$ cat config.mk
export PLATFORM = sky130hd
export DESIGN_NAME = inode_bitmap_allocator
export DESIGN_NICKNAME = d
export VERILOG_FILES = /design/src/ibm_pkg.sv /design/src/ibm_ram.sv /design/src/inode_bitmap_allocator.sv
export SDC_FILE = /design/constraint.sdc
export NUM_CORES = 1
export LEC_CHECK = 0
export BUFFER_PORTS_ARGS = -buffer_cell sky130_fd_sc_hd__buf_2
export CORE_MARGIN = 8
export CORE_UTILIZATION = 45
export DETAILED_ROUTE_END_ITERATION = 10
export SLEW_MARGIN = 5
export SYNTH_ARGS = -nofsm -noshare
export SYNTH_HDL_FRONTEND = slang
export SYNTH_SLANG_ARGS = --single-unit
$ cat constraint.sdc
create_clock -name aclk -period 7.33 [get_ports aclk]
set_input_delay 0.3665 -clock aclk [delete_from_list [all_inputs] [get_ports aclk]]
set_output_delay 0.3665 -clock aclk [all_outputs]
set_load 0.01 [all_outputs]
$ cat src/ibm_pkg.sv
// ----------------------------------------------------------------------------
// ibm_pkg
// Shared types, codes and helpers for the inode bitmap allocator.
// ----------------------------------------------------------------------------
package ibm_pkg;

    localparam int FIELD_W = 14;   // slot numbers, counts and the register
    localparam int WORD_W  = 32;   // bitmap word held in one memory entry
    localparam int BIT_W   = 5;    // bit index within a word

    typedef enum logic [1:0] {
        STATUS_OK      = 2'd0,
        STATUS_NO_FREE = 2'd1,
        STATUS_BAD_NUM = 2'd2,
        STATUS_ALREADY = 2'd3
    } status_t;

    typedef enum logic {
        CMD_ALLOC   = 1'b0,
        CMD_RELEASE = 1'b1
    } cmd_t;

    localparam logic REG_INODE_COUNT = 1'b0;

    // Index of the single set bit of a one-hot word
    function automatic logic [BIT_W-1:0] onehot_index(input logic [WORD_W-1:0] oh);
        logic [BIT_W-1:0] idx;
        idx = '0;
        for (int b = 0; b < WORD_W; b++) begin
            for (int k = 0; k < BIT_W; k++) begin
                if (((b >> k) & 1) == 1) begin
                    idx[k] = idx[k] | oh[b];
                end
            end
        end
        return idx;
    endfunction

endpackage

$ cat src/ibm_ram.sv
// ----------------------------------------------------------------------------
// ibm_ram
// Generic single-port-write, single-port-read RAM with registered read data.
// ----------------------------------------------------------------------------
module ibm_ram #(
    parameter int WIDTH = 32,
    parameter int DEPTH = 32,
    parameter int AW    = 5
) (
    input  logic             aclk,
    input  logic             we,
    input  logic [AW-1:0]    waddr,
    input  logic [WIDTH-1:0] wdata,
    input  logic             re,
    input  logic [AW-1:0]    raddr,
    output logic [WIDTH-1:0] rdata
);

    logic [WIDTH-1:0] mem [DEPTH];
    logic [WIDTH-1:0] rdata_reg;

    always_ff @(posedge aclk) begin
        if (we) begin
            mem[waddr] <= wdata;
        end
        if (re) begin
            rdata_reg <= mem[raddr];
        end
    end

    assign rdata = rdata_reg;

endmodule

$ cat src/inode_bitmap_allocator.sv
// ----------------------------------------------------------------------------
// inode_bitmap_allocator
// First-fit slot allocator over a bitmap of used slots, with a free counter.
// ----------------------------------------------------------------------------
// Input words (s_*): s_tuser carries the command (0 allocate, 1 free) and
// s_tdata the 1-based slot number to free. One result word (m_*) follows each
// input word: granted slot number, status and the free count after the command.
// The bitmap sits in a RAM of 32-bit words, one read per cycle. An allocate
// scans from word 0 up to the last active word, one word a cycle, reading up
// to 32 words at MAX_SLOTS = 1024; a free reads its one word and clears the
// bit if set, and a bad number or an allocate with no active slots goes
// straight to the result. One command is in flight at a time, so a new one is
// taken only after the last has loaded its result, as s_tready is idle-only.
// s_tready returns high in the cycle the result is loaded into the output
// register, which holds it while m_tready is low; a following command is then
// processed but waits before loading its result until that word is taken.
// Reset, and any write of inode_count over the APB port, clears the bitmap at
// once through per-word valid bits and sets the free count to
// min(inode_count, MAX_SLOTS). No clearing pass is needed.
// ----------------------------------------------------------------------------
module inode_bitmap_allocator #(
    parameter int MAX_SLOTS = 1024
) (
    input  logic        aclk,
    input  logic        aresetn,
    // input channel
    input  logic        s_tvalid,
    output logic        s_tready,
    input  logic [15:0] s_tdata,   // [13:0] release_number, [15:14] zero
    input  logic [0:0]  s_tuser,   // [0] command
    // result channel
    output logic        m_tvalid,
    input  logic        m_tready,
    output logic [31:0] m_tdata,   // [13:0] granted_number, [27:14] free_count, [31:28] zero
    output logic [1:0]  m_tuser,   // [1:0] status
    // configuration
    input  logic        psel,
    input  logic        penable,
    input  logic        pwrite,
    input  logic [2:0]  paddr,
    input  logic [31:0] pwdata,
    output logic [31:0] prdata,
    output logic        pready
);

    localparam int FW      = ibm_pkg::FIELD_W;
    localparam int WW      = ibm_pkg::WORD_W;
    localparam int BW      = ibm_pkg::BIT_W;
    localparam int NWORDS  = (MAX_SLOTS + WW - 1) / WW;
    localparam int WADDR_W = (NWORDS > 1) ? $clog2(NWORDS) : 1;
    localparam logic [FW-1:0] MAX_ACTIVE = FW'(MAX_SLOTS);
    localparam logic [FW-1:0] RESET_COUNT = 14'd1024;
    localparam logic [FW-1:0] RESET_ACTIVE =
        (RESET_COUNT > MAX_ACTIVE) ? MAX_ACTIVE : RESET_COUNT;

    typedef enum logic [1:0] {
        ST_IDLE,
        ST_SCAN,
        ST_FREE,
        ST_RESP
    } state_t;

    state_t                  state_reg, state_next;
    logic [WADDR_W-1:0]      word_idx_reg, word_idx_next;
    logic [BW-1:0]           bit_reg, bit_next;
    logic [FW-1:0]           res_granted_reg, res_granted_next;
    ibm_pkg::status_t        res_status_reg, res_status_next;
    logic [FW-1:0]           free_cnt_reg, free_cnt_next;
    logic [FW-1:0]           inode_count_reg, inode_count_next;
    logic [FW-1:0]           active_reg, active_next;
    logic [NWORDS-1:0]       word_vld_reg, word_vld_next;
    logic                    m_tvalid_reg, m_tvalid_next;
    logic [FW-1:0]           m_granted_reg, m_granted_next;
    logic [FW-1:0]           m_free_reg, m_free_next;
    ibm_pkg::status_t        m_status_reg, m_status_next;

    logic                    ram_we, ram_re;
    logic [WADDR_W-1:0]      ram_waddr, ram_raddr;
    logic [WW-1:0]           ram_wdata, ram_rdata;

    logic                    s_accept, cfg_we;
    logic [FW-1:0]           rel_num, rel_m1, active_m1, cfg_count, cfg_active;
    logic [WADDR_W-1:0]      last_word;
    logic [BW-1:0]           last_bits, found_bit;
    logic [WW-1:0]           rd_word, tail_mask, free_bits, lowest;
    logic [WADDR_W+BW-1:0]   found_slot;

    ibm_ram #(
        .WIDTH (WW),
        .DEPTH (NWORDS),
        .AW    (WADDR_W)
    ) u_map_ram (
        .aclk  (aclk),
        .we    (ram_we),
        .waddr (ram_waddr),
        .wdata (ram_wdata),
        .re    (ram_re),
        .raddr (ram_raddr),
        .rdata (ram_rdata)
    );

    assign s_tready = (state_reg == ST_IDLE);
    assign s_accept = s_tvalid && s_tready;
    assign m_tvalid = m_tvalid_reg;
    assign m_tdata  = {4'b0, m_free_reg, m_granted_reg};
    assign m_tuser  = m_status_reg;

    assign pready    = 1'b1;
    assign cfg_we    = psel && penable && pwrite && (paddr[2] == ibm_pkg::REG_INODE_COUNT);
    assign cfg_count = pwdata[FW-1:0];
    assign cfg_active = (cfg_count > MAX_ACTIVE) ? MAX_ACTIVE : cfg_count;
    assign prdata    = (paddr[2] == ibm_pkg::REG_INODE_COUNT) ?
                       {{(32-FW){1'b0}}, inode_count_reg} : 32'd0;

    assign rel_num   = s_tdata[FW-1:0];
    assign rel_m1    = rel_num - FW'(1);
    assign active_m1 = active_reg - FW'(1);
    assign last_word = active_m1[BW +: WADDR_W];
    assign last_bits = active_m1[BW-1:0];

    // Words never written since the last clear read as all free
    assign rd_word = word_vld_reg[word_idx_reg] ? ram_rdata : '0;

    // Slots past the active count in the last word look used
    always_comb begin
        for (int b = 0; b < WW; b++) begin
            tail_mask[b] = (word_idx_reg == last_word) && (BW'(b) > last_bits);
        end
    end

    assign free_bits  = ~(rd_word | tail_mask);
    assign lowest     = free_bits & (~free_bits + WW'(1));
    assign found_bit  = ibm_pkg::onehot_index(lowest);
    assign found_slot = {word_idx_reg, found_bit};

    always_comb begin
        state_next       = state_reg;
        word_idx_next    = word_idx_reg;
        bit_next         = bit_reg;
        res_granted_next = res_granted_reg;
        res_status_next  = res_status_reg;
        free_cnt_next    = free_cnt_reg;
        inode_count_next = inode_count_reg;
        active_next      = active_reg;
        word_vld_next    = word_vld_reg;
        m_tvalid_next    = m_tvalid_reg && !m_tready;
        m_granted_next   = m_granted_reg;
        m_free_next      = m_free_reg;
        m_status_next    = m_status_reg;
        ram_we           = 1'b0;
        ram_waddr        = word_idx_reg;
        ram_wdata        = rd_word;
        ram_re           = 1'b0;
        ram_raddr        = word_idx_reg;

        case (state_reg)
            ST_IDLE: begin
                if (s_accept) begin
                    res_granted_next = '0;
                    res_status_next  = ibm_pkg::STATUS_OK;
                    if (ibm_pkg::cmd_t'(s_tuser[0]) == ibm_pkg::CMD_ALLOC) begin
                        if (active_reg == '0) begin
                            res_status_next = ibm_pkg::STATUS_NO_FREE;
                            state_next      = ST_RESP;
                        end else begin
                            word_idx_next = '0;
                            ram_re        = 1'b1;
                            ram_raddr     = '0;
                            state_next    = ST_SCAN;
                        end
                    end else begin
                        if (rel_num == '0 || rel_num > active_reg) begin
                            res_status_next = ibm_pkg::STATUS_BAD_NUM;
                            state_next      = ST_RESP;
                        end else begin
                            word_idx_next = rel_m1[BW +: WADDR_W];
                            bit_next      = rel_m1[BW-1:0];
                            ram_re        = 1'b1;
                            ram_raddr     = rel_m1[BW +: WADDR_W];
                            state_next    = ST_FREE;
                        end
                    end
                end
            end
            ST_SCAN: begin
                if (lowest != '0) begin
                    ram_we                      = 1'b1;
                    ram_wdata                   = rd_word | lowest;
                    word_vld_next[word_idx_reg] = 1'b1;
                    res_granted_next            = FW'(found_slot) + FW'(1);
                    if (free_cnt_reg != '0) begin
                        free_cnt_next = free_cnt_reg - FW'(1);
                    end
                    state_next = ST_RESP;
                end else if (word_idx_reg == last_word) begin
                    res_status_next = ibm_pkg::STATUS_NO_FREE;
                    state_next      = ST_RESP;
                end else begin
                    // advance to the next word, data arrives next cycle
                    word_idx_next = word_idx_reg + WADDR_W'(1);
                    ram_re        = 1'b1;
                    ram_raddr     = word_idx_reg + WADDR_W'(1);
                end
            end
            ST_FREE: begin
                if (!rd_word[bit_reg]) begin
                    res_status_next = ibm_pkg::STATUS_ALREADY;
                end else begin
                    ram_we                      = 1'b1;
                    ram_wdata                   = rd_word & ~(WW'(1) << bit_reg);
                    word_vld_next[word_idx_reg] = 1'b1;
                    if (free_cnt_reg < active_reg) begin
                        free_cnt_next = free_cnt_reg + FW'(1);
                    end
                end
                state_next = ST_RESP;
            end
            ST_RESP: begin
                // hold until the output register is free
                if (!m_tvalid_reg || m_tready) begin
                    m_tvalid_next  = 1'b1;
                    m_granted_next = res_granted_reg;
                    m_status_next  = res_status_reg;
                    m_free_next    = free_cnt_reg;
                    state_next     = ST_IDLE;
                end
            end
            default: begin
                state_next = ST_IDLE;
            end
        endcase

        if (cfg_we) begin
            inode_count_next = cfg_count;
            active_next      = cfg_active;
            free_cnt_next    = cfg_active;
            word_vld_next    = '0;
        end
    end

    always_ff @(posedge aclk) begin
        if (!aresetn) begin
            state_reg       <= ST_IDLE;
            free_cnt_reg    <= RESET_ACTIVE;
            inode_count_reg <= RESET_COUNT;
            active_reg      <= RESET_ACTIVE;
            word_vld_reg    <= '0;
            m_tvalid_reg    <= 1'b0;
        end else begin
            state_reg       <= state_next;
            free_cnt_reg    <= free_cnt_next;
            inode_count_reg <= inode_count_next;
            active_reg      <= active_next;
            word_vld_reg    <= word_vld_next;
            m_tvalid_reg    <= m_tvalid_next;
        end
        word_idx_reg    <= word_idx_next;
        bit_reg         <= bit_next;
        res_granted_reg <= res_granted_next;
        res_status_reg  <= res_status_next;
        m_granted_reg   <= m_granted_next;
        m_free_reg      <= m_free_next;
        m_status_reg    <= m_status_next;
    end

`ifndef SYNTHESIS
    a_free_le_active: assert property (@(posedge aclk) disable iff (!aresetn)
        free_cnt_reg <= active_reg)
        else $error("free count above active slot count");

    a_scan_in_range: assert property (@(posedge aclk) disable iff (!aresetn)
        state_reg == ST_SCAN |-> word_idx_reg <= last_word)
        else $error("scan past last active word");

    a_no_rw_overlap: assert property (@(posedge aclk) disable iff (!aresetn)
        !(ram_we && ram_re))
        else $error("bitmap read and write in the same cycle");

    a_grant_is_ok: assert property (@(posedge aclk) disable iff (!aresetn)
        m_tvalid_reg && m_granted_reg != '0 |-> m_status_reg == ibm_pkg::STATUS_OK)
        else $error("slot granted with error status");

    a_grant_in_range: assert property (@(posedge aclk) disable iff (!aresetn)
        state_reg == ST_SCAN && lowest != '0 |-> FW'(found_slot) < active_reg)
        else $error("granted slot beyond active count");
`endif

endmodule
# Word-level counts from Yosys, hierarchy flattened

Memories as Yosys holds them, arrays and structs flattened. A register that Yosys moved wholly into a read port is not among the register bits.
Cells that the tools add are included.

Output and inout port bits: 69
Register bits: 133
RAM bits: 1024
Memories: 1
Word-level logic and storage cells: 282

Memory list:

| name          | depth | width | read ports | clocked after memory_dff | write ports | RTL line      | text |
|---|---|---|---|---|---|---|---|
| u_map_ram.mem | 32    | 32    | 1          | 1                        | 1           | ibm_ram.sv:19 | `logic [WIDTH-1:0] mem [DEPTH];` |

Shift-type cells: 1
Reductions and logical operators: 59
Bitwise operators: 86
Equality and inequality tests: 16
$add $sub $neg: 7
$lt $le $gt $ge: 38
Muxes and demuxes: 61

Operators with widths:

| kind                    | count |
|---|---|
| $mux W32                | 5 |
| $pmux W32 S2            | 2 |
| $mux W14                | 9 |
| $not A32 Y32            | 3 |
| $or A32 B32 Y32         | 3 |
| $gt A5 B5 Y1 const A    | 16 |
| $or A1 B1 Y1            | 75 |
| $and A32 B32 Y32        | 2 |
| $pmux W14 S2            | 2 |
| $gt A4 B5 Y1 const A    | 8 |
| $logic_and A1 B1 Y1     | 38 |
| $add A32 B1 Y32 const B | 1 |
| $reduce_bool A32 Y1     | 1 |
| $shl A1 B5 Y32 const A  | 1 |
| $mux W5                 | 6 |
| $logic_not A14 Y1       | 2 |
| $mux W2                 | 12 |
| $gt A3 B5 Y1 const A    | 4 |
| $sub A10 B1 Y10 const B | 2 |
| $mux W1                 | 17 |
| $ne A3 B3 Y1 const B    | 5 |
| $add A14 B1 Y14 const B | 1 |
| $gt A14 B11 Y1 const B  | 1 |
| $gt A14 B14 Y1          | 1 |
| other kinds (31)        | 51 |

# Logic depth before layout (Yosys ltp)

Gate-level depths: netlist (run 1).

Word-level depth: 26
Mapped depth: 26
Depth with buffers taken out: 19

# Modules after synthesis

From an unflattened synthesis (run 1), not the netlist that was laid out.

Cells, all modules: 3493
Area total of the unflattened synthesis: 50767.4 um^2

By module, submodules not included:

| module                 | times used | area an instance (um^2) | cells an instance | seq. area each (um^2) |
|---|---|---|---|---|
| ibm_ram                | 1          | 40812.9                 | 2260              | 31710.4 |
| inode_bitmap_allocator | 1          | 9954.5                  | 1233              | 2992.9 |

# Worst setup path before layout (run 1)

OpenSTA, ideal clock, no wires.

Path type: register to register
From: reg active_reg[0]
To: mem u_map_ram.mem[0][23], data pin
Library setup time: 468 ps
Stages on the path, launching flop included: 19
Data required time: 6862 ps
Clock period less this slack: 6190 ps
Data arrival time: 5723 ps
Path slack: 1140 ps
Cell sequence: dfxtp_1 > clkbuf_1 > inv_1 > ha_1 > clkbuf_1 > nor3b_2 > a221oi_1 > or2_2 > o2111ai_1 > or3_1 > a311oi_2 > or4b_1 > o221ai_2 > o31ai_1 > nand3_1 > and3_1 > clkbuf_1 > nand2_1 > o31ai_1

Longest elaborated chain between the ends: 11
Elaborated cells between the ends (all ways): 75
Classes of those cells: add/sub: 2; order compare: 32; eq/ne: 1; mux: 2; bitwise: 5; reduce/logical: 33

Ends and longest elaborated chain:

| element                                                       | RTL line                                                     | text |
|---|---|---|
| from (decl)                                                   | inode_bitmap_allocator.sv:70                                 | `logic [FW-1:0] active_reg, active_next;` |
| from (signal assigned)                                        | inode_bitmap_allocator.sv:253                                | `active_reg <= active_next;` |
| $sub A10 B1 Y10 (*)                                           | inode_bitmap_allocator.sv:117                                | `assign active_m1 = active_reg - FW'(1);` |
| $gt A1 B5 Y1 (tied with other cells)                          | inode_bitmap_allocator.sv:127                                | `tail_mask[b] = (word_idx_reg == last_word) && (BW'(b) > last_bits);` |
| $logic_and A1 B1 Y1                                           | inode_bitmap_allocator.sv:127                                |  |
| $or A32 B32 Y32 (*)                                           | inode_bitmap_allocator.sv:131                                | `assign free_bits = ~(rd_word \| tail_mask);` |
| $not A32 Y32 (*)                                              | inode_bitmap_allocator.sv:131                                |  |
| $not A32 Y32                                                  | inode_bitmap_allocator.sv:132                                | `assign lowest = free_bits & (~free_bits + WW'(1));` |
| $add A32 B1 Y32                                               | inode_bitmap_allocator.sv:132                                |  |
| $and A32 B32 Y32 (*)                                          | inode_bitmap_allocator.sv:132                                |  |
| $reduce_bool A32 Y1 / $or A32 B32 Y32 (equally long branches) | inode_bitmap_allocator.sv:186, inode_bitmap_allocator.sv:188 |  |
| $mux W32 (*)                                                  | inode_bitmap_allocator.sv:186                                | `if (lowest != '0) begin` |
| $pmux W32 S2 (*)                                              | inode_bitmap_allocator.sv:156                                | `case (state_reg)` |
| net ram_wdata[23]                                             | inode_bitmap_allocator.sv:79                                 | `logic [WW-1:0] ram_wdata, ram_rdata;` |
| to (decl)                                                     | ibm_ram.sv:19                                                |  |

The timed path passes the listed nets; every way through them passes the cells marked *.

# Final worst setup path (run 1)

From: reg active_reg[1]
To: reg u_map_ram.rdata_reg[10] (netlist: u_map_ram.rdata[10]), read port of u_map_ram.mem, data pin

Longest elaborated chain between the ends: 11
Elaborated cells between the ends (all ways): 89
Classes of those cells: add/sub: 2; order compare: 33; eq/ne: 1; mux: 14; bitwise: 4; reduce/logical: 35

Ends and longest elaborated chain:

| element                                           | RTL line                      | text |
|---|---|---|
| $sub A10 B1 Y10                                   | inode_bitmap_allocator.sv:117 |  |
| $gt A1 B5 Y1 (tied with other cells)              | inode_bitmap_allocator.sv:127 |  |
| $logic_and A1 B1 Y1                               | inode_bitmap_allocator.sv:127 |  |
| $or A32 B32 Y32                                   | inode_bitmap_allocator.sv:131 |  |
| $not A32 Y32                                      | inode_bitmap_allocator.sv:131 |  |
| $not A32 Y32                                      | inode_bitmap_allocator.sv:132 |  |
| $add A32 B1 Y32                                   | inode_bitmap_allocator.sv:132 |  |
| $and A32 B32 Y32                                  | inode_bitmap_allocator.sv:132 |  |
| $reduce_bool A32 Y1                               | inode_bitmap_allocator.sv:186 |  |
| $mux W5 / $mux W1 (equally long branches)         | inode_bitmap_allocator.sv:186 |  |
| $pmux W5 S2 / $pmux W1 S2 (equally long branches) | inode_bitmap_allocator.sv:156 |  |
| to (decl)                                         | ibm_ram.sv:20                 | `logic [WIDTH-1:0] rdata_reg;` |

Parallel ways exist; a longest one is shown, timed or not.
A chain may end at the register's enable or synchronous reset.

==> results.json, run 1 <==
{
  "fin_tns_setup_ns": 0,
  "worstSetupPathType": "reg2reg",
  "vias": 31340,
  "fillers": 9492,
  "combPwrFrac_pct": 34.3,
  "critical_path.max_fanout": 19,
  "grt_max_degree": 66,
  "status": "complete, no violations",
  "rsz0062_at_grt": "false",
  "postPlaceCellArea_um2": 55310,
  "gp_congestion": 1.004,
  "final_cell_area_um2": 58980,
  "synthToLayoutAreaGrowth_pct": 14.36,
  "p_int_mw": 14.58,
  "endpoint_kind": "register",
  "crit_top_cell": "buf_4",
  "drv_cap": 0,
  "syn_avg_cell_area_um2": 14.56,
  "crit_arrival_ns": 7.45,
  "layout-drive-gt1-share_pct": 14.61,
  "synth_edf_count": 1101,
  "finalNetCount": 3846,
  "first_global_vias": 30220,
  "max_freq_mhz": 142.9,
  "switchingPower_mw": 7.519,
  "fp-row-count": 124,
  "crit_slowest_cell": "o211ai_1",
  "grt_pass1_wl_um": 206600,
  "setup_viol": 0,
  "slew_headroom_pct": 12.78,
  "p_seq_share_pct": 40.8,
  "drt-initial-drc-count": 3009,
  "cts_tree": "built",
  "ys_types": 94,
  "hold_viol": 0,
  "start_util_pct": 45.23,
  "p_per_area_nw_per_um2": 374.7,
  "cts.clk_slew.worst_paths_ns": 0.06,
  "die_y_um": 354.5,
  "numCtsBuffers": 117,
  "crit_path_start_kind": "register",
  "crit_chain": "inv_1 > ha_1 > nor3b_2 > a221oi_1 > or2_2 > o211ai_1 > buf_4 > or3_1 > a311oi_2 > or4b_1 > o221ai_2 > o31ai_1 > nand3_1 > o32a_1 > and2_2 > or3_2 > buf_12 > o22ai_2 > nor4_1 > buf_4",
  "ys.flop_type": "edfxtp_1",
  "cts_root_buffer": "clkbuf_16",
  "ant_nets": 0,
  "worst_pin_slew_ns": 1.308,
  "die_w_um": 354.5,
  "clock_power_share_pct": 24.9,
  "leakage_nw": 20.18,
  "wirelength_um": 143100,
  "switching_share_pct": 34.02,
  "dp.cells": 5107,
  "drv_slew": 0,
  "cp.required_ns": 7.78,
  "netlist_area_um2": 51570,
  "post-route-period-util_pct": 95.46,
  "die_area_um2": 125700,
  "num_antenna_cells": 0,
  "io_buffers": 79,
  "grtUsageTotal_pct": 22.00,
  "seq_area_frac_synth_pct": 67.29,
  "coreArea_um2": 114000,
  "ir_drop_uv": 276.2,
  "largest_reg_flops": 1024,
  "clock_latency_ns": 0.70,
  "wire_per_inst_um": 26.84,
  "ys_seq_elements": 1183,
  "synth_cells": 3543,
  "via_per_inst": 5.878,
  "post_cts_buffers": 0,
  "antenna_found_initial": 2,
  "dr.pass1.iters": 5,
  "grt_overflow": 0,
  "yosys_warnings": 0,
  "async_flop_share_pct": 0,
  "clockBufferDepth": 3,
  "min_path_type": "in2reg",
  "ios": 128,
  "finClkSkew_ns": 0.02580,
  "fin_crit_ns": 6.997,
  "place_hpwl_um": 83020,
  "critPathMaxStageDelay_ns": 0.80,
  "htreeDepth": 3,
  "drc_errors": 0,
  "clkSinkCount": 1183,
  "final_cells": 5331,
  "total_power_mw": 22.10
}
power by group through the flow:
stage	logic [mW]	clock network (mW)	registers (mW)
floorplan	5.03	0	9.00
global placement	7.43	0	9.15
detailed placement	7.50	0	9.15
CTS	7.54	5.61	9.01
global route	8.11	5.86	9.04
finish	7.58	5.50	9.02
worst max-delay path, delay by kind of cell (launching register included):
kind                       cells  cell delay, ns
DFF                            1            0.41
AOI/OAI and AO/OA              7            2.68
and+or+nand+nor                8            2.36
adders and majority gates      1            0.35
buffers and inverters          4            0.91
repair_timing:
action,in CTS,in global routing
resized for setup,0,3
hold buffers,18,0
hold endpoints to repair,27,0
setup endpoints to repair,0,1
cell type report:
class                   instances  area (µm²)  area share [%]
well taps                    1512        1892           3.208
clock inverters                57       372.9          0.6322
multi-input cells            2101       15990           27.11
repair buffers                274        2693           4.565
clock buffers                 149        3088           5.236
flip-flops and latches       1183       34700           58.84
inverters                      55       240.2          0.4073
metrics by stage:
step	setup slack (ns)	hold slack, ns	util, %
finish	0.3326	0.09390	51.72
CTS	0.3883	0.01700	51.69
detailed placement	0.4505	0.4054	48.50
floorplan	1.140	0.4003	-
global route	0.06290	0.05639	51.72
global placement	0.4965	0.4024	48.50
cells by family after synthesis:
logic type | synth area share, %
flip-flops | 67.29
AND/OR/NAND/NOR | 6.941
multiplexers | 13.18
AO/OA/AOI/OAI | 7.838
buffers and inverters | 2.732
adder cells (fa/ha/maj) | 1.349
XOR/XNOR | 0.6623
other | 0.01456
synth_stat cells (all sizes together), types with 13 or more instances:
cell type | n | area share (%)
nor4 | 48 | 0.70
nand3 | 90 | 0.87
xnor2 | 27 | 0.46
mux2i | 653 | 13
nor2 | 127 | 0.92
a21boi | 17 | 0.25
nor2b | 23 | 0.28
clkbuf | 93 | 0.68
buf | 135 | 1.6
dfxtp | 82 | 3.2
nand2b | 18 | 0.22
a31oi | 45 | 0.55
or3 | 13 | 0.17
edfxtp | 1101 | 64
nor3 | 21 | 0.22
nand4 | 21 | 0.25
o21ai | 100 | 0.97
o22ai | 131 | 2.0
a21oi | 102 | 0.99
inv | 54 | 0.40
and3 | 20 | 0.24
nand2 | 293 | 2.1
ha | 54 | 1.3
and2 | 13 | 0.16
a211oi | 42 | 0.66
a21o | 20 | 0.29
metal layers:
metal | wire (µm) | vias up | GRT usage (%) | part of all wire (%)
li1 | - | 14080 | - | -
met1 | 61480 | 15750 | 30.26 | 43
met2 | 66460 | 1256 | 35.64 | 46
met3 | 10090 | 245 | 3.528 | 7.1
met4 | 5042 | 0 | 7.476 | 3.5
met5 | 0 | - | 0 | 0
final timing paths:
| path | slack (ns) | to | cells after the start | start |
|---|---|---|---|---|
| hold / removal | 0.09 | bit_reg[3] | 2 | s_tdata[3] |
| hold reg to reg | 0.42 | m_granted_reg[7] | 0 | res_granted_reg[7] |
| setup reg to reg | 0.33 | u_map_ram.rdata[10] | 20 | active_reg[1] |
| setup / recovery | 0.33 | u_map_ram.rdata[10] | 20 | active_reg[1] |
cells in the final DEF (no fill, tap or decap), drive strengths merged, types with 17 or more instances in the layout:
cell type / n
edfxtp: 1101
mux2i: 653
nand2: 293
buf: 256
clkbuf: 149
o22ai: 131
nor2: 127
a21oi: 102
o21ai: 100
nand3: 90
dfxtp: 82
inv: 59
ha: 54
nor4: 48
clkinv: 48
a31oi: 45
a211oi: 42
xnor2: 27
conb: 26
nor2b: 23
nand4: 21
nor3: 21
and3: 20
a21o: 20
nand2b: 18
dlygate4sd3: 18
a21boi: 17
Power figures use the tool's default switching activity.
==> inputs of run 2 (changes only) <==
--- a/config.mk
+++ b/config.mk
@@ -5,7 +5,7 @@
 export SDC_FILE = /design/constraint.sdc
 export NUM_CORES = 1
 export LEC_CHECK = 0
-export BUFFER_PORTS_ARGS = -buffer_cell sky130_fd_sc_hd__buf_2
+export BUFFER_PORTS_ARGS = -buffer_cell sky130_fd_sc_hd__buf_4
 export CORE_MARGIN = 8
 export CORE_UTILIZATION = 45
 export DETAILED_ROUTE_END_ITERATION = 10
==> results.json, run 2 (synthesis results as in run 1) <==
{
  "cts_tree": "built",
  "largest_reg_flops": 1024,
  "die_area_um2": 125700,
  "num_antenna_cells": 0,
  "grtUsageTotal_pct": 22.36,
  "layout-drive-gt1-share_pct": 15.71,
  "slew_headroom_pct": 23.19,
  "finClkSkew_ns": 0.03248,
  "max_freq_mhz": 141.5,
  "start_util_pct": 45.23,
  "place_hpwl_um": 86270,
  "vias": 31320,
  "drv_slew": 0,
  "grt_max_degree": 65,
  "antenna_found_initial": 1,
  "rr_endpoint": "u_map_ram.rdata[2]",
  "cts.clk_slew.worst_paths_ns": 0.06,
  "worst_pin_slew_ns": 1.152,
  "finalNetCount": 3882,
  "critical_path.max_fanout": 22,
  "synthToLayoutAreaGrowth_pct": 15.74,
  "wirelength_um": 144700,
  "p_per_area_nw_per_um2": 378.9,
  "io_buffers": 79,
  "htreeDepth": 3,
  "clkSinkCount": 1183,
  "gp_congestion": 0.9952,
  "setup_viol": 0,
  "hold_viol": 0,
  "p_seq_share_pct": 39.9,
  "rr_startpoint": "active_reg[1]",
  "coreArea_um2": 114000,
  "ios": 128,
  "fin_crit_ns": 7.070,
  "startpoint": "active_reg[1]",
  "regToRegSetupSlack_ns": 0.26,
  "cp.required_ns": 7.80,
  "switchingPower_mw": 7.630,
  "dp.cells": 5135,
  "dr.pass1.iters": 6,
  "worstSetupPathType": "reg2reg",
  "die_y_um": 354.5,
  "min_path_type": "in2reg",
  "clock_latency_ns": 0.72,
  "crit_path_start_kind": "register",
  "via_per_inst": 5.827,
  "drv_cap": 0,
  "first_global_vias": 30550,
  "cts_root_buffer": "clkbuf_16",
  "ff2ff_path_depth": 20,
  "ant_nets": 0,
  "clock_power_share_pct": 25.8,
  "wire_per_inst_um": 26.93,
  "layout_setup_ws_ns": 0.2604,
  "grt_overflow": 0,
  "post-place-ws_ns": 0.4273,
  "clockBufferDepth": 3,
  "switching_share_pct": 33.73,
  "critPathCapture": "u_map_ram.rdata[2]",
  "status": "complete, no violations",
  "fin_tns_setup_ns": 0,
  "die_w_um": 354.5,
  "post-route-period-util_pct": 96.45,
  "combPwrFrac_pct": 34.3,
  "fp-row-count": 124,
  "final_common_cell": "edfxtp_1",
  "rsz0062_at_grt": "false",
  "crit_arrival_ns": 7.54,
  "endpoint_kind": "register",
  "hold_ws_ns": 0.1086,
  "p_int_mw": 14.99,
  "drt-initial-drc-count": 2937,
  "leakage_nw": 20.54,
  "final_cells": 5375,
  "ir_drop_uv": 244.9,
  "grt_pass1_wl_um": 209700,
  "drc_errors": 0,
  "final_cell_mix": "edfxtp_1 (1101), mux2i_1 (653), nand2_1 (293)",
  "numCtsBuffers": 118
}
==> run 2: changes by cell type in the layout (fill, tap and decap cells not counted), sizes merged <==
cell and change:
bufinv +3, buf +31, clkbuf +5, dlygate4sd3 +4, inv +4, clkinv -3
==> run 2: per-layer routing <==
layer / track usage [%] / vias to the layer above / share of wire [%] / wire [µm]
met3: 3.973 / 261 / 7.3 / 10550
met4: 8.372 / 0 / 3.8 / 5530
met5: 0 / - / 0 / 0
met2: 35.69 / 1192 / 46 / 66500
li1: - / 14150 / - / -
met1: 30.62 / 15720 / 43 / 62170
==> run 2: power groups by stage <==
stage	Sequential (mW)	Combinational, mW	Clock (mW)
final	9.02	7.77	5.84
after global routing	9.04	8.34	6.20
after CTS	9.01	7.76	5.94
after detailed placement	9.15	7.72	0
after global placement	9.14	7.63	0
after floorplan	9.00	5.03	0
==> run 2: timing repair <==
action / in CTS / in global routing
resized for setup: 0 / 1
setup endpoints to repair: 0 / 3
buffers inserted: 0 / 3
hold buffers: 22 / 0
endpoints found under the hold margin: 32 / 0
==> run 2: area by class of cell <==
class	instances	area, µm²
Clock inverter	61	489.2
Multi-Input combinational cell	2101	15980
Sequential cell	1183	34700
Inverter	55	221.5
Clock buffer	154	3243
Timing Repair Buffer	309	3163
Tap cell	1512	1892
Fill cell	9361	54340
==> run 2: worst min-delay path by stage <==
stage / cells after the start / slack, ns / from / to
after detailed placement: 0 / 0.40 / res_granted_reg[8] / m_granted_reg[8]
final: 3 / 0.11 / s_tdata[1] / bit_reg[3]
after floorplan: 0 / 0.40 / res_granted_reg[0] / m_granted_reg[0]
after global routing: 3 / 0.11 / s_tdata[1] / bit_reg[3]
after CTS: 3 / 0.04 / s_tdata[1] / bit_reg[3]
after global placement: 0 / 0.40 / res_granted_reg[1] / m_granted_reg[1]
==> run 2: critical path, stage by stage (launching register included) <==
cell,delay [ns]
dfxtp_1,0.51
inv_1,0.22
ha_1,0.32
nor3b_2,0.23
a221oi_1,0.34
or2_2,0.21
o211ai_1,0.35
nor4b_1,0.47
a2bb2oi_1,0.64
nand4_1,0.43
nor3_2,0.37
nor4b_4,0.45
nand3_1,0.14
o32a_1,0.39
and2_2,0.29
buf_4,0.28
nand3_2,0.16
buf_12,0.25
buf_4,0.24
o22ai_1,0.13
nor4_1,0.35
==> run 2: stage by stage <==
stage               total power [mW]  instance area (µm²)  utilization [%]
global placement               16.77                55710            48.85
floorplan                      14.02                51660                -
detailed placement             16.87                55710            48.85
CTS                            22.71                59660            52.32
finish                         22.62                59690            52.35
global route                   23.58                59690            52.35
